## config.mk

```make
export PLATFORM = sky130hd
export DESIGN_NAME = button_click_long_press_detector_unit
export DESIGN_NICKNAME = d
export VERILOG_FILES = /design/src/hw/rtl/bclpd_pkg.sv /design/src/hw/rtl/bclpd_cfg.sv /design/src/hw/rtl/bclpd_step.sv /design/src/hw/rtl/button_click_long_press_detector_unit.sv
export SDC_FILE = /design/constraint.sdc
export NUM_CORES = 1
export LEC_CHECK = 0
export BUFFER_PORTS_ARGS = -buffer_cell sky130_fd_sc_hd__buf_4
export CORE_MARGIN = 8
export CORE_UTILIZATION = 50
export CTS_BUF_LIST = sky130_fd_sc_hd__clkbuf_8
export DETAILED_ROUTE_END_ITERATION = 10
export PLACE_DENSITY = 0.74
export SLEW_MARGIN = 20
export SYNTH_ARGS = -nofsm -noshare
export SYNTH_HDL_FRONTEND = slang
export SYNTH_SLANG_ARGS = --single-unit
```

## constraint.sdc

```tcl
create_clock -name clk -period 13.97 [get_ports clk]
set_clock_uncertainty 0.05 [all_clocks]
set_input_delay 0.6985 -clock clk [delete_from_list [all_inputs] [get_ports clk]]
set_output_delay 0.6985 -clock clk [all_outputs]
set_load 0.05 [all_outputs]
```

## src/hw/rtl/bclpd_pkg.sv

```systemverilog
// Shared types, reset values and register codes of the button click and long-press detector.
package bclpd_pkg;

	localparam int TIME_WIDTH_DEF = 32;
	localparam int NOW_WIDTH      = 32;
	localparam int CFG_WIDTH      = 16;
	localparam int CFG_IDX_WIDTH  = 2;

	localparam logic        IDLE_LEVEL_RST        = 1'b1;
	localparam logic [15:0] FILTER_MS_RST         = 16'd20;
	localparam logic [15:0] LONG_PRESS_MS_RST     = 16'd2000;
	localparam logic        LONG_PRESS_ENABLE_RST = 1'b0;

	typedef enum logic [CFG_IDX_WIDTH-1:0] {
		REG_IDLE_LEVEL        = 2'd0,
		REG_FILTER_MS         = 2'd1,
		REG_LONG_PRESS_MS     = 2'd2,
		REG_LONG_PRESS_ENABLE = 2'd3
	} reg_idx_t;

	typedef struct packed {
		logic                 pin_level;
		logic [NOW_WIDTH-1:0] now_ms;
	} in_beat_t;

	typedef struct packed {
		logic fall_event;
		logic rise_event;
		logic release_event;
		logic idle_event;
		logic long_press_event;
		logic click_event;
		logic active_event;
		logic released_flag;
		logic tracked_level;
	} out_beat_t;

	typedef struct packed {
		logic        idle_level;
		logic [15:0] filter_ms;
		logic [15:0] long_press_ms;
		logic        long_press_enable;
	} cfg_t;

	typedef struct packed {
		logic level;
		logic pending;
		logic press;
		logic long_hold;
		logic released;
	} flags_t;

endpackage

```

## src/hw/rtl/bclpd_cfg.sv

```systemverilog
// Configuration registers and the detector restart strobe.
module bclpd_cfg (
	input  logic                                clk,
	input  logic                                arst_n,
	input  logic                                cfg_we,
	input  logic [bclpd_pkg::CFG_IDX_WIDTH-1:0] cfg_index,
	input  logic [bclpd_pkg::CFG_WIDTH-1:0]     cfg_wdata,
	output bclpd_pkg::cfg_t                     cfg,
	output logic                                restart
);

	bclpd_pkg::cfg_t cfg_q;

	assign cfg     = cfg_q;
	assign restart = cfg_we && (bclpd_pkg::reg_idx_t'(cfg_index) == bclpd_pkg::REG_IDLE_LEVEL);

	always_ff @(posedge clk or negedge arst_n) begin
		if (!arst_n) begin
			cfg_q.idle_level        <= bclpd_pkg::IDLE_LEVEL_RST;
			cfg_q.filter_ms         <= bclpd_pkg::FILTER_MS_RST;
			cfg_q.long_press_ms     <= bclpd_pkg::LONG_PRESS_MS_RST;
			cfg_q.long_press_enable <= bclpd_pkg::LONG_PRESS_ENABLE_RST;
		end else if (cfg_we) begin
			unique case (bclpd_pkg::reg_idx_t'(cfg_index))
				bclpd_pkg::REG_IDLE_LEVEL:        cfg_q.idle_level <= cfg_wdata[0];
				bclpd_pkg::REG_FILTER_MS:         cfg_q.filter_ms <= cfg_wdata;
				bclpd_pkg::REG_LONG_PRESS_MS:     cfg_q.long_press_ms <= cfg_wdata;
				bclpd_pkg::REG_LONG_PRESS_ENABLE: cfg_q.long_press_enable <= cfg_wdata[0];
				default: begin
				end
			endcase
		end
	end

endmodule

```

## src/hw/rtl/bclpd_step.sv

```systemverilog
// Combinational update of the detector state and result for one poll.
module bclpd_step #(
	parameter int TIME_WIDTH = bclpd_pkg::TIME_WIDTH_DEF
) (
	input  bclpd_pkg::in_beat_t  in_beat,
	input  bclpd_pkg::cfg_t      cfg,
	input  bclpd_pkg::flags_t    flags,
	input  logic [TIME_WIDTH-1:0] change_time,
	output bclpd_pkg::flags_t    flags_nxt,
	output logic [TIME_WIDTH-1:0] change_time_nxt,
	output bclpd_pkg::out_beat_t out_beat
);

	logic [TIME_WIDTH-1:0] now_w;
	logic [TIME_WIDTH-1:0] elapsed;

	assign now_w   = TIME_WIDTH'(in_beat.now_ms);
	assign elapsed = now_w - change_time_nxt;

	always_comb begin
		flags_nxt       = flags;
		change_time_nxt = change_time;
		out_beat        = '0;

		if (in_beat.pin_level != flags.level) begin
			if (!flags.pending) begin
				change_time_nxt   = now_w;
				flags_nxt.pending = 1'b1;
			end else begin
				flags_nxt.level     = !flags.level;
				out_beat.fall_event = flags.level;
				out_beat.rise_event = !flags.level;
				flags_nxt.pending   = 1'b0;
			end
		end

		if (flags_nxt.level == cfg.idle_level) begin
			if (flags.press && !flags.long_hold) begin
				flags_nxt.released     = 1'b1;
				out_beat.release_event = 1'b1;
			end
			flags_nxt.press     = 1'b0;
			out_beat.idle_event = 1'b1;
		end else if (elapsed > TIME_WIDTH'(cfg.filter_ms)) begin
			if (cfg.long_press_enable) begin
				if (elapsed < TIME_WIDTH'(cfg.long_press_ms)) begin
					flags_nxt.press     = 1'b1;
					flags_nxt.long_hold = 1'b0;
				end else if (!flags.long_hold) begin
					if (flags.press) begin
						flags_nxt.long_hold       = 1'b1;
						out_beat.long_press_event = 1'b1;
					end
					flags_nxt.released = 1'b0;
				end
			end else if (!flags.press) begin
				flags_nxt.press      = 1'b1;
				out_beat.click_event = 1'b1;
			end
			out_beat.active_event = 1'b1;
		end

		out_beat.released_flag = flags_nxt.released;
		out_beat.tracked_level = flags_nxt.level;
	end

endmodule

```

## src/hw/rtl/button_click_long_press_detector_unit.sv

```systemverilog
// Top level of the button click and long-press detector.
// Each input beat is one poll of the button pin with its millisecond time stamp, and each
// poll yields exactly one result beat. The block takes one beat per clock cycle as long as
// results are taken when offered. A poll is held in the input register, the state update
// is done in the path between it and the result register, and the result is loaded into
// the result register once that register is empty or being read. While a result waits,
// the input register can still take one poll, after which the input side stalls until the
// result is taken. Writing the idle level restarts the detector at that level.
module button_click_long_press_detector_unit #(
	parameter int TIME_WIDTH = bclpd_pkg::TIME_WIDTH_DEF
) (
	input  logic                                clk,
	input  logic                                arst_n,
	input  logic                                in_valid,
	output logic                                in_ready,
	input  bclpd_pkg::in_beat_t                 in_data,
	output logic                                out_valid,
	input  logic                                out_ready,
	output bclpd_pkg::out_beat_t                out_data,
	input  logic                                cfg_we,
	input  logic [bclpd_pkg::CFG_IDX_WIDTH-1:0] cfg_index,
	input  logic [bclpd_pkg::CFG_WIDTH-1:0]     cfg_wdata
);

	bclpd_pkg::cfg_t      cfg;
	logic                 restart;
	bclpd_pkg::in_beat_t  in_s1;
	logic                 valid_s1;
	bclpd_pkg::flags_t    flags_q;
	bclpd_pkg::flags_t    flags_nxt;
	logic [TIME_WIDTH-1:0] change_time_q;
	logic [TIME_WIDTH-1:0] change_time_nxt;
	bclpd_pkg::out_beat_t result;
	bclpd_pkg::out_beat_t out_data_q;
	logic                 out_valid_q;
	logic                 advance;

	assign advance   = valid_s1 && (!out_valid_q || out_ready);
	assign in_ready  = !valid_s1 || advance;
	assign out_valid = out_valid_q;
	assign out_data  = out_data_q;

	bclpd_cfg u_cfg (
		.clk       (clk),
		.arst_n    (arst_n),
		.cfg_we    (cfg_we),
		.cfg_index (cfg_index),
		.cfg_wdata (cfg_wdata),
		.cfg       (cfg),
		.restart   (restart)
	);

	bclpd_step #(
		.TIME_WIDTH (TIME_WIDTH)
	) u_step (
		.in_beat         (in_s1),
		.cfg             (cfg),
		.flags           (flags_q),
		.change_time     (change_time_q),
		.flags_nxt       (flags_nxt),
		.change_time_nxt (change_time_nxt),
		.out_beat        (result)
	);

	always_ff @(posedge clk or negedge arst_n) begin
		if (!arst_n) begin
			valid_s1    <= 1'b0;
			out_valid_q <= 1'b0;
		end else begin
			if (in_ready) begin
				valid_s1 <= in_valid;
			end
			if (advance) begin
				out_valid_q <= 1'b1;
			end else if (out_ready) begin
				out_valid_q <= 1'b0;
			end
		end
	end

	always_ff @(posedge clk) begin
		if (in_ready && in_valid) begin
			in_s1 <= in_data;
		end
		if (advance) begin
			out_data_q <= result;
		end
	end

	always_ff @(posedge clk or negedge arst_n) begin
		if (!arst_n) begin
			flags_q.level     <= bclpd_pkg::IDLE_LEVEL_RST;
			flags_q.pending   <= 1'b0;
			flags_q.press     <= 1'b0;
			flags_q.long_hold <= 1'b0;
			flags_q.released  <= 1'b0;
			change_time_q     <= '0;
		end else if (restart) begin
			flags_q.level     <= cfg_wdata[0];
			flags_q.press     <= 1'b0;
			flags_q.long_hold <= 1'b0;
			flags_q.released  <= 1'b0;
		end else if (advance) begin
			flags_q       <= flags_nxt;
			change_time_q <= change_time_nxt;
		end
	end

endmodule

```

==> results of run 1 <==
layout make-up:
type | instances | area (µm²) | area share (%)
Multi-Input combinational cell | 511 | 4020 | 47.8
Sequential cell | 115 | 3100 | 36.9
Timing Repair Buffer | 69 | 518 | 6.16
Clock buffer | 19 | 262 | 3.11
Tap cell | 184 | 230 | 2.74
Inverter | 42 | 158 | 1.88
Clock inverter | 13 | 119 | 1.41
worst min path at each step:
stage	startpoint	end	slack, ns	depth (start not counted)
5_1_grt	in_data[3]	in_s1[3]	0.33	1
3_5_place_dp	valid_s1	out_valid	0.44	1
6_report	arst_n	u_cfg.cfg[27]	0.35	1
2_1_floorplan	arst_n	change_time_q[0]	0.35	0
3_3_place_gp	valid_s1	out_valid	0.42	1
4_1_cts	in_data[3]	in_s1[3]	0.34	1
cells by family after synthesis:
group,share of synthesized area [%]
fa+ha+maj,11.1
compound gates,14.4
buf+inv,3.43
mux,14.7
flops,42.1
simple gates,12.0
xor+xnor,2.26
layer usage:
layer  share of wire [%]  global-route usage [%]  vias up
met4                 1.3                    6.40        0
met2                  49                    32.7      108
li1                    -                       -     2698
met1                  46                    24.2     2730
met5                   0                       0        -
met3                 3.8                    4.41       13
cells in the mapped netlist, drive strengths merged, types with 5 or more instances:
library cell,count,share of area [%]
o21a,12,1.2
edfxtp,42,17
xnor2,10,1.2
xor2,9,1.1
nand3,9,0.61
nor3,12,0.82
inv,42,2.1
nand2b,6,0.51
a211oi,5,0.58
dfrtp,63,21
dfstp,10,3.6
o21ai,31,2.2
a21o,11,1.1
nand4,21,1.8
nor2b,5,0.42
mux2,67,10
buf,7,0.42
clkbuf,17,0.87
a21oi,48,3.5
or3,7,0.59
nor2,37,1.9
ha,64,11
mux2i,33,4.5
nand2,48,2.4
flip-flops by register name, summed over array words and instances, names as in the netlist:
register	flops
change_time_q	32
out_valid	1
in_s1	33
u_cfg.cfg	34
flags_q	5
valid_s1	1
out_data	9
where the power goes:
group          total [W]  switching [W]  internal, W
sequential      0.000492      0.0000475     0.000444
combinational    0.00122       0.000709     0.000512
clock           0.000302       0.000139     0.000164
total            0.00202       0.000895      0.00112
per-stage QoR:
stage / cells / worst slack (ns) / instance area, µm² / utilization (%) / hold slack, ns
after floorplan: 692 / 9.40 / 7370 / - / 0.353
after global placement: 921 / 8.93 / 8030 / 55.4 / 0.420
after detailed placement: 921 / 8.74 / 8030 / 55.4 / 0.441
after CTS: 953 / 8.71 / 8410 / 58.1 / 0.336
after global routing: 953 / 8.39 / 8410 / 58.1 / 0.327
final: 953 / 8.72 / 8410 / 58.1 / 0.350
==> flow_metrics.tcl, run 1 <==
set metrics [dict create \
    cts.sinks 115 \
    power.total_w 0.00202 \
    dr.first_iter.drc_count 328 \
    first_pass_iters 5 \
    wl_per_cell_um 18.3 \
    p_leak_nw 3.64 \
    cts_tree "built" \
    grt_pass1_vias 5710 \
    synth_nets 813 \
    synthesis.area_um2 7370 \
    fin_setup_tns_ns 0 \
    cp_num_buf_inv 1 \
    cts_resized 0 \
    crit_type "flip-flop to flip-flop" \
    cp_cell_sequence "xnor2_1 > nor2_4 > buf_4 > mux2_2 > ha_1 > fa_1 > nand2b_1 > a21oi_1 > or3b_2 > nand2_1 > nand2_1 > xor2_1 > ha_1 > and4_1 > a21oi_1 > nand2_1 > nand2_1 > o311ai_0 > o31ai_1 > and4bb_2 > nor2_1 > a31o_2" \
    routabilityCongestion 0.923 \
    io_pins 67 \
    cts_buffer_depth 2 \
    layout_common_cells "69 x buf_4, 67 x mux2_2, 64 x ha_1, 63 x dfrtp_1, 48 x nand2_1" \
    clock_latency_ns 0.46 \
    coreArea_um2 14500 \
    max_freq_mhz 190 \
    syn_inst 692 \
    startpoint_type "flip-flop" \
    ys_ff_latch 115 \
    drv_cap 0 \
    r2r.worst_path.cells 22 \
    yosysWarnings 0 \
    r2r_end "flags_q[2]" \
    nNetsFinal 877 \
    grt_overflow_total 0 \
    end_kind "flip-flop" \
    synth_ff_type "dfrtp_1" \
    row_count 44 \
    grt_pass1_wl_mm 28.6 \
    cpLargestDelayFamily "simple AND/OR/NAND/NOR gates" \
    route.detailed.vias_per_inst 5.82 \
    routed_wl_mm 17.4 \
    cp_common_cell "nand2_1" \
    arrival_ns 5.54 \
    layout_commonest_cell "buf_4" \
    fin_crit_ns 5.25 \
    required_ns 14.26 \
    fillers 1261 \
    synth_edf_count 42 \
    cts.clk_slew.worst_paths_ns 0.07 \
    cts_made_buffers 17 \
    grt_max_degree 74 \
    antenna_found_initial 0 \
    run_status "finished clean" \
    drc 0 \
    power_density_nw_per_um2 240 \
    async_flop_share_pct 63.5 \
    hpwl_mm 13.3 \
    port-buffer-count 66 \
    final-hold-violation-count 0 \
    finalCritPeriodShare_pct 37.6 \
    regToRegStartpoint "flags_q[4]" \
    slew_violations 0 \
    max_stage_delay_ns 0.57 \
    synth_cell_types 66 \
    die_height_um 137 \
    syn2layout_area_growth_pct 14.1 \
    grt_usage_pct 19.5 \
    die_x_um 137 \
    ys_seq_area_share_pct 42.1 \
    ant_nets 0 \
    crit_start "flags_q[4]" \
    crit_path_top_delay_cell "dfstp_2" \
    cts_setup_buffers 0 \
    crit_path_max_fanout 33 \
    postSynthAreaPerCell_um2 10.6 \
    drive_gt1_share_pct 25.2 \
    max_slew.worst_pin.slew_ns 0.979 \
    ff2ff_setup_slack_ns 8.72 \
    hold_path.class "input port to async pin" \
    setup_violations 0 \
    cts_root_buffer "clkbuf_8" \
    crit_cells 22 \
    vias 5549 \
    rsz0062_at_grt "false" \
    ctsHoldBuffers 0 \
    h-tree-depth 4 \
    peakVddDrop_mv 0.108 \
    initial_core_util_pct 50.9 \
    slew_headroom_pct 34.7 \
    antenna_cells 0 \
    dieArea_um2 18900 \
    critPathCapture "flags_q[2]" \
]
No activity file was read; power rests on OpenSTA's default activity.
==> run 2: changes to the inputs <==
--- a/config.mk
+++ b/config.mk
@@ -10,7 +10,7 @@
 export CORE_UTILIZATION = 50
 export CTS_BUF_LIST = sky130_fd_sc_hd__clkbuf_8
 export DETAILED_ROUTE_END_ITERATION = 10
-export PLACE_DENSITY = 0.74
+export PLACE_DENSITY = 0.77
 export SLEW_MARGIN = 20
 export SYNTH_ARGS = -nofsm -noshare
 export SYNTH_HDL_FRONTEND = slang
==> constraint.sdc (replaced) <==
create_clock -name clk -period 4.81 [get_ports clk]
set_clock_uncertainty 0.05 [all_clocks]
set_input_delay 0.2405 -clock clk [delete_from_list [all_inputs] [get_ports clk]]
set_output_delay 0.2405 -clock clk [all_outputs]
set_load 0.05 [all_outputs]
==> run 2 against run 1 <==
Worst setup slack worse by 8.5 ns. Utilization increased by 5.2 points. Final cell count grew 6.3%. Non-clock buffer count rose by 60. Critical endpoint unchanged.
==> flow_metrics.tcl, run 2 (synthesis results as in run 1) <==
set metrics [dict create \
    row_count 44 \
    peakVddDrop_mv 0.443 \
    drive_gt1_share_pct 26.5 \
    regToRegStartpoint "flags_q[4]" \
    grt_pass1_vias 5826 \
    first_pass_iters 5 \
    layout_commonest_cell "buf_4" \
    dr.first_iter.drc_count 309 \
    grt_usage_pct 19.7 \
    die_x_um 137 \
    crit_path_max_fanout 5 \
    ant_nets 0 \
    cts.sinks 115 \
    fillers 1177 \
    initial_core_util_pct 50.9 \
    grt_max_degree 74 \
    max_slew.worst_pin.slew_ns 0.967 \
    finalCritPeriodShare_pct 96.4 \
    worstHoldStart "cfg_wdata[0]" \
    slew_headroom_pct 35.5 \
    routed_wl_mm 18.1 \
    crit_start "flags_q[4]" \
    pre_cts_ws_ns 0.0220 \
    nNetsFinal 937 \
    cts_buffer_depth 2 \
    die_height_um 137 \
    ff2ff_setup_slack_ns 0.17 \
    clock_latency_ns 0.45 \
    dieArea_um2 18900 \
    route.detailed.vias_per_inst 5.74 \
    syn2layout_area_growth_pct 24.3 \
    grt_pass1_wl_mm 28.9 \
    cts_root_buffer "clkbuf_8" \
    setup_violations 0 \
    grt_overflow_total 0 \
    hold_path.class "input port to flip-flop" \
    arrival_ns 4.92 \
    p_leak_nw 3.95 \
    coreArea_um2 14500 \
    hpwl_mm 13.3 \
    max_freq_mhz 216 \
    final-hold-violation-count 0 \
    power_density_nw_per_um2 684 \
    largest_reg_flops 34 \
    wl_per_cell_um 17.9 \
    io_pins 67 \
    antenna_found_initial 0 \
    whs_ns 0.0292 \
    cts_tree "built" \
    run_status "finished clean" \
    startpoint_type "flip-flop" \
    setup_slack_ns 0.174 \
    crit_type "flip-flop to flip-flop" \
    antenna_cells 0 \
    fin_cells 1013 \
    h-tree-depth 4 \
    dp_cells 929 \
    cts_made_buffers 17 \
    vias 5818 \
    required_ns 5.09 \
    rsz0062_at_grt "false" \
    fin_setup_tns_ns 0 \
    cts.clk_slew.worst_paths_ns 0.07 \
    fin_crit_ns 4.64 \
    slew_violations 0 \
    drv_cap 0 \
    layout_common_cells "78 x buf_4, 67 x mux2_2, 64 x ha_1, 63 x dfrtp_1, 50 x dlygate4sd3_1" \
    routabilityCongestion 0.867 \
    port-buffer-count 66 \
    drc 0 \
    end_kind "flip-flop" \
]
## run 2: layout make-up
cell class                      count  area, µm²  area share (%)
Clock buffer                       21        289            3.16
Clock inverter                     11        158            1.72
Inverter                           42        158            1.72
Multi-Input combinational cell    511       4120            45.0
Sequential cell                   115       3100            33.9
Tap cell                          184        230            2.51
Timing Repair Buffer              129       1110            12.1
## run 2: worst paths after layout
check	endpoint	depth (start not counted)
setup / recovery	flags_q[2]	21
hold / removal	u_cfg.cfg[17]	2
setup reg to reg	flags_q[2]	21
hold reg to reg	u_cfg.cfg[33]	2
max in group asynchronous	change_time_q[29]	2
min in group asynchronous	u_cfg.cfg[26]	2
## run 2: what timing repair did
item                       4_1_cts  5_1_grt
hold buffers                    50        0
resized for setup                1       19
hold endpoints to repair       127        0
buffers inserted                 0        2
setup endpoints to repair        1        7
pin swaps                        0        7
## run 2: power by group
part	total [W]	switching (W)	internal, W	leakage [nW]
registers	0.00143	0.000143	0.00129	1.26
logic	0.00383	0.00218	0.00165	2.47
clock network	0.000999	0.000386	0.000613	0.226
total	0.00626	0.00271	0.00355	3.95
## run 2: through the flow
stage	cell area [µm²]	power, W	util, %
6_report	9160	0.00626	63.3
3_5_place_dp	8100	0.00504	55.9
2_1_floorplan	7370	0.00407	-
5_1_grt	9160	0.00675	63.3
3_3_place_gp	8100	0.00492	55.9
4_1_cts	9050	0.00613	62.5
## run 2: critical path, stage by stage, from the launching register on
cell	delay, ns
dfstp_2	0.59
xnor2_2	0.12
nor2_4	0.18
mux2_2	0.35
ha_1	0.20
fa_1	0.42
nand2b_4	0.17
a21oi_2	0.24
or3b_4	0.21
nand2_1	0.05
nand2_1	0.12
xor2_2	0.18
ha_1	0.27
and4_1	0.20
a21oi_1	0.14
nand2_1	0.07
nand2_1	0.11
o311ai_2	0.12
o31ai_2	0.12
and4bb_2	0.32
nor2_1	0.06
a31o_2	0.22
## run 2: layer usage
metal	GRT usage, %	vias up	part of all wire, %
met5	0	-	0
met4	6.70	0	1.4
met3	4.78	22	4.1
met2	33.0	134	50
met1	24.5	2833	45
li1	-	2829	-
==> run 3: changes to the inputs <==
--- a/config.mk
+++ b/config.mk
@@ -7,11 +7,12 @@
 export LEC_CHECK = 0
 export BUFFER_PORTS_ARGS = -buffer_cell sky130_fd_sc_hd__buf_4
 export CORE_MARGIN = 8
-export CORE_UTILIZATION = 50
+export CORE_UTILIZATION = 56
 export CTS_BUF_LIST = sky130_fd_sc_hd__clkbuf_8
 export DETAILED_ROUTE_END_ITERATION = 10
-export PLACE_DENSITY = 0.77
-export SLEW_MARGIN = 20
+export MAX_ROUTING_LAYER = met4
+export PLACE_DENSITY = 0.84
+export SLEW_MARGIN = 0
 export SYNTH_ARGS = -nofsm -noshare
 export SYNTH_HDL_FRONTEND = slang
 export SYNTH_SLANG_ARGS = --single-unit
==> run 3 against run 2 <==
Final cell count barely moved. Worst setup slack got worse by 0.11 ns. Largest cell class unchanged. Critical path type unchanged. Critical endpoint is now out_data[4]. Clock power fell by 9.6%. Global-route usage rose by 3.7 points.
==> flow_metrics.tcl, run 3 (synthesis results as in run 1) <==
set metrics [dict create \
    final_area_um2 9290 \
    cts_made_buffers 17 \
    crit_path_top_delay_cell "edfxtp_1" \
    layout_commonest_cell "buf_4" \
    grt_pass1_vias 6227 \
    cp_cell_sequence "xnor2_2 > nor2_4 > buf_12 > buf_4 > mux2i_2 > ha_1 > nor2b_1 > o2111a_1 > nor2_2 > o21ai_1 > nand3_1 > nand2_1 > xor2_2 > ha_1 > a21o_1 > a21o_1 > a21oi_1 > o221a_2 > nor2_1 > o21a_1 > and2_1" \
    cp_num_buf_inv 2 \
    fin_util_pct 71.3 \
    max_slew.worst_pin.slew_ns 1.00 \
    run_status "finished clean" \
    grt_pass1_wl_mm 30.1 \
    drv_cap 0 \
    hold_path.class "input port to flip-flop" \
    vias 6039 \
    grt_overflow_total 0 \
    end_kind "flip-flop" \
    slew_headroom_pct 33.1 \
    startpoint_type "flip-flop" \
    first_pass_iters 5 \
    wl_per_cell_um 19.1 \
    cts_buffer_depth 2 \
    cpLargestDelayFamily "compound AO/OA/AOI/OAI gates" \
    largest_reg_flops 34 \
    finalCritPeriodShare_pct 98.8 \
    power_density_nw_per_um2 696 \
    placed_area_um2 8060 \
    ff2ff_setup_slack_ns 0.06 \
    syn2layout_area_growth_pct 26.1 \
    row_count 42 \
    layout_common_cells "80 x buf_4, 66 x mux2_2, 63 x dfrtp_1, 61 x ha_1, 52 x dlygate4sd3_1" \
    setup_violations 0 \
    max_freq_mhz 211 \
    ant_nets 0 \
    die_height_um 131 \
    route.detailed.vias_per_inst 5.97 \
    cts_tree "built" \
    dieArea_um2 17100 \
    drive_gt1_share_pct 28.3 \
    io_pins 67 \
    max_stage_delay_ns 0.48 \
    required_ns 4.98 \
    die_x_um 131 \
    port-buffer-count 66 \
    grt_usage_pct 23.5 \
    cts.sinks 115 \
    slew_violations 0 \
    grt_max_degree 74 \
    cts.clk_slew.worst_paths_ns 0.07 \
    routabilityCongestion 0.922 \
    crit_type "flip-flop to flip-flop" \
    crit_path_max_fanout 5 \
    cts_root_buffer "clkbuf_8" \
    clock_latency_ns 0.46 \
    routed_wl_mm 19.3 \
    peakVddDrop_mv 0.335 \
    p_leak_nw 4.01 \
    fin_crit_ns 4.75 \
    initial_core_util_pct 56.5 \
    h-tree-depth 4 \
    dr.first_iter.drc_count 493 \
    hpwl_mm 13.1 \
    final-hold-violation-count 0 \
    antenna_cells 0 \
    drc 0 \
    coreArea_um2 13000 \
    fin_setup_tns_ns 0 \
    antenna_found_initial 0 \
    arrival_ns 4.92 \
    nNetsFinal 944 \
]
run 3: cell types whose count changed in the layout (fill, tap and decap cells not counted), sizes merged:
cell,before,now
buf,79,83
inv,43,47
bufinv,4,2
clkbuf,21,23
clkinvlp,2,0
dlygate4sd3,50,52
clkinv,4,3
run 3: worst paths after layout:
check / startpoint / to / depth (start not counted)
max: in_s1[32] / out_data[4] / 21
min: cfg_index[1] / u_cfg.cfg[0] / 3
max reg2reg: in_s1[32] / out_data[4] / 21
min reg2reg: valid_s1 / out_valid / 1
max in group asynchronous: arst_n / change_time_q[17] / 2
min in group asynchronous: arst_n / change_time_q[9] / 2
run 3: where the power goes:
part | internal [W] | leakage [nW] | switching, W | total (W)
registers | 0.00129 | 1.26 | 0.000155 | 0.00145
clock network | 0.000517 | 0.225 | 0.000386 | 0.000903
logic | 0.00179 | 2.53 | 0.00233 | 0.00412
total | 0.00360 | 4.01 | 0.00287 | 0.00647
run 3: per-stage QoR:
step | hold slack (ns) | total power, W | cells | setup slack (ns)
floorplan | -0.105 | 0.00407 | 692 | 0.243
global placement | 0.368 | 0.00484 | 918 | 0.195
detailed placement | 0.370 | 0.00500 | 918 | -0.0212
CTS | 0.0874 | 0.00602 | 1004 | 0.0265
global route | 0.138 | 0.00691 | 1012 | -0.141
finish | 0.115 | 0.00647 | 1012 | 0.0596
run 3: area by class of cell:
type                            instances  area, µm²
Multi-Input combinational cell        511       4210
Fill cell                             923       3740
Sequential cell                       115       3100
Timing Repair Buffer                  136       1200
Clock buffer                           22        303
Tap cell                              176        220
Inverter                               42        158
Clock inverter                         10       93.8
run 3: worst register-to-register path, stage by stage (launching register included):
cell and delay (ns):
edfxtp_1 0.48, xnor2_2 0.30, nor2_4 0.07, buf_12 0.15, buf_4 0.14, mux2i_2 0.16, ha_1 0.30, nor2b_1 0.20
o2111a_1 0.28, nor2_2 0.07, o21ai_1 0.25, nand3_1 0.11, nand2_1 0.12, xor2_2 0.25, ha_1 0.30, a21o_1 0.17
a21o_1 0.17, a21oi_1 0.20, o221a_2 0.27, nor2_1 0.07, o21a_1 0.24, and2_1 0.18
run 3: per-layer routing:
metal	share of wire, %	GRT usage, %	vias to the layer above	wire, µm
met5	0	-	-	0
li1	-	-	2836	-
met2	49	38.3	217	9490
met1	43	27.5	2922	8220
met4	3.5	10.3	0	671
met3	4.8	5.15	64	934
run 3: repair_timing:
item / 4_1_cts / 5_1_grt
cloned: 0 / 1
setup buffers: 2 / 8
hold buffers: 52 / 0
endpoints found under the hold margin: 131 / 0
pin swaps: 4 / 10
resized for setup: 7 / 38
setup endpoints to repair: 5 / 7
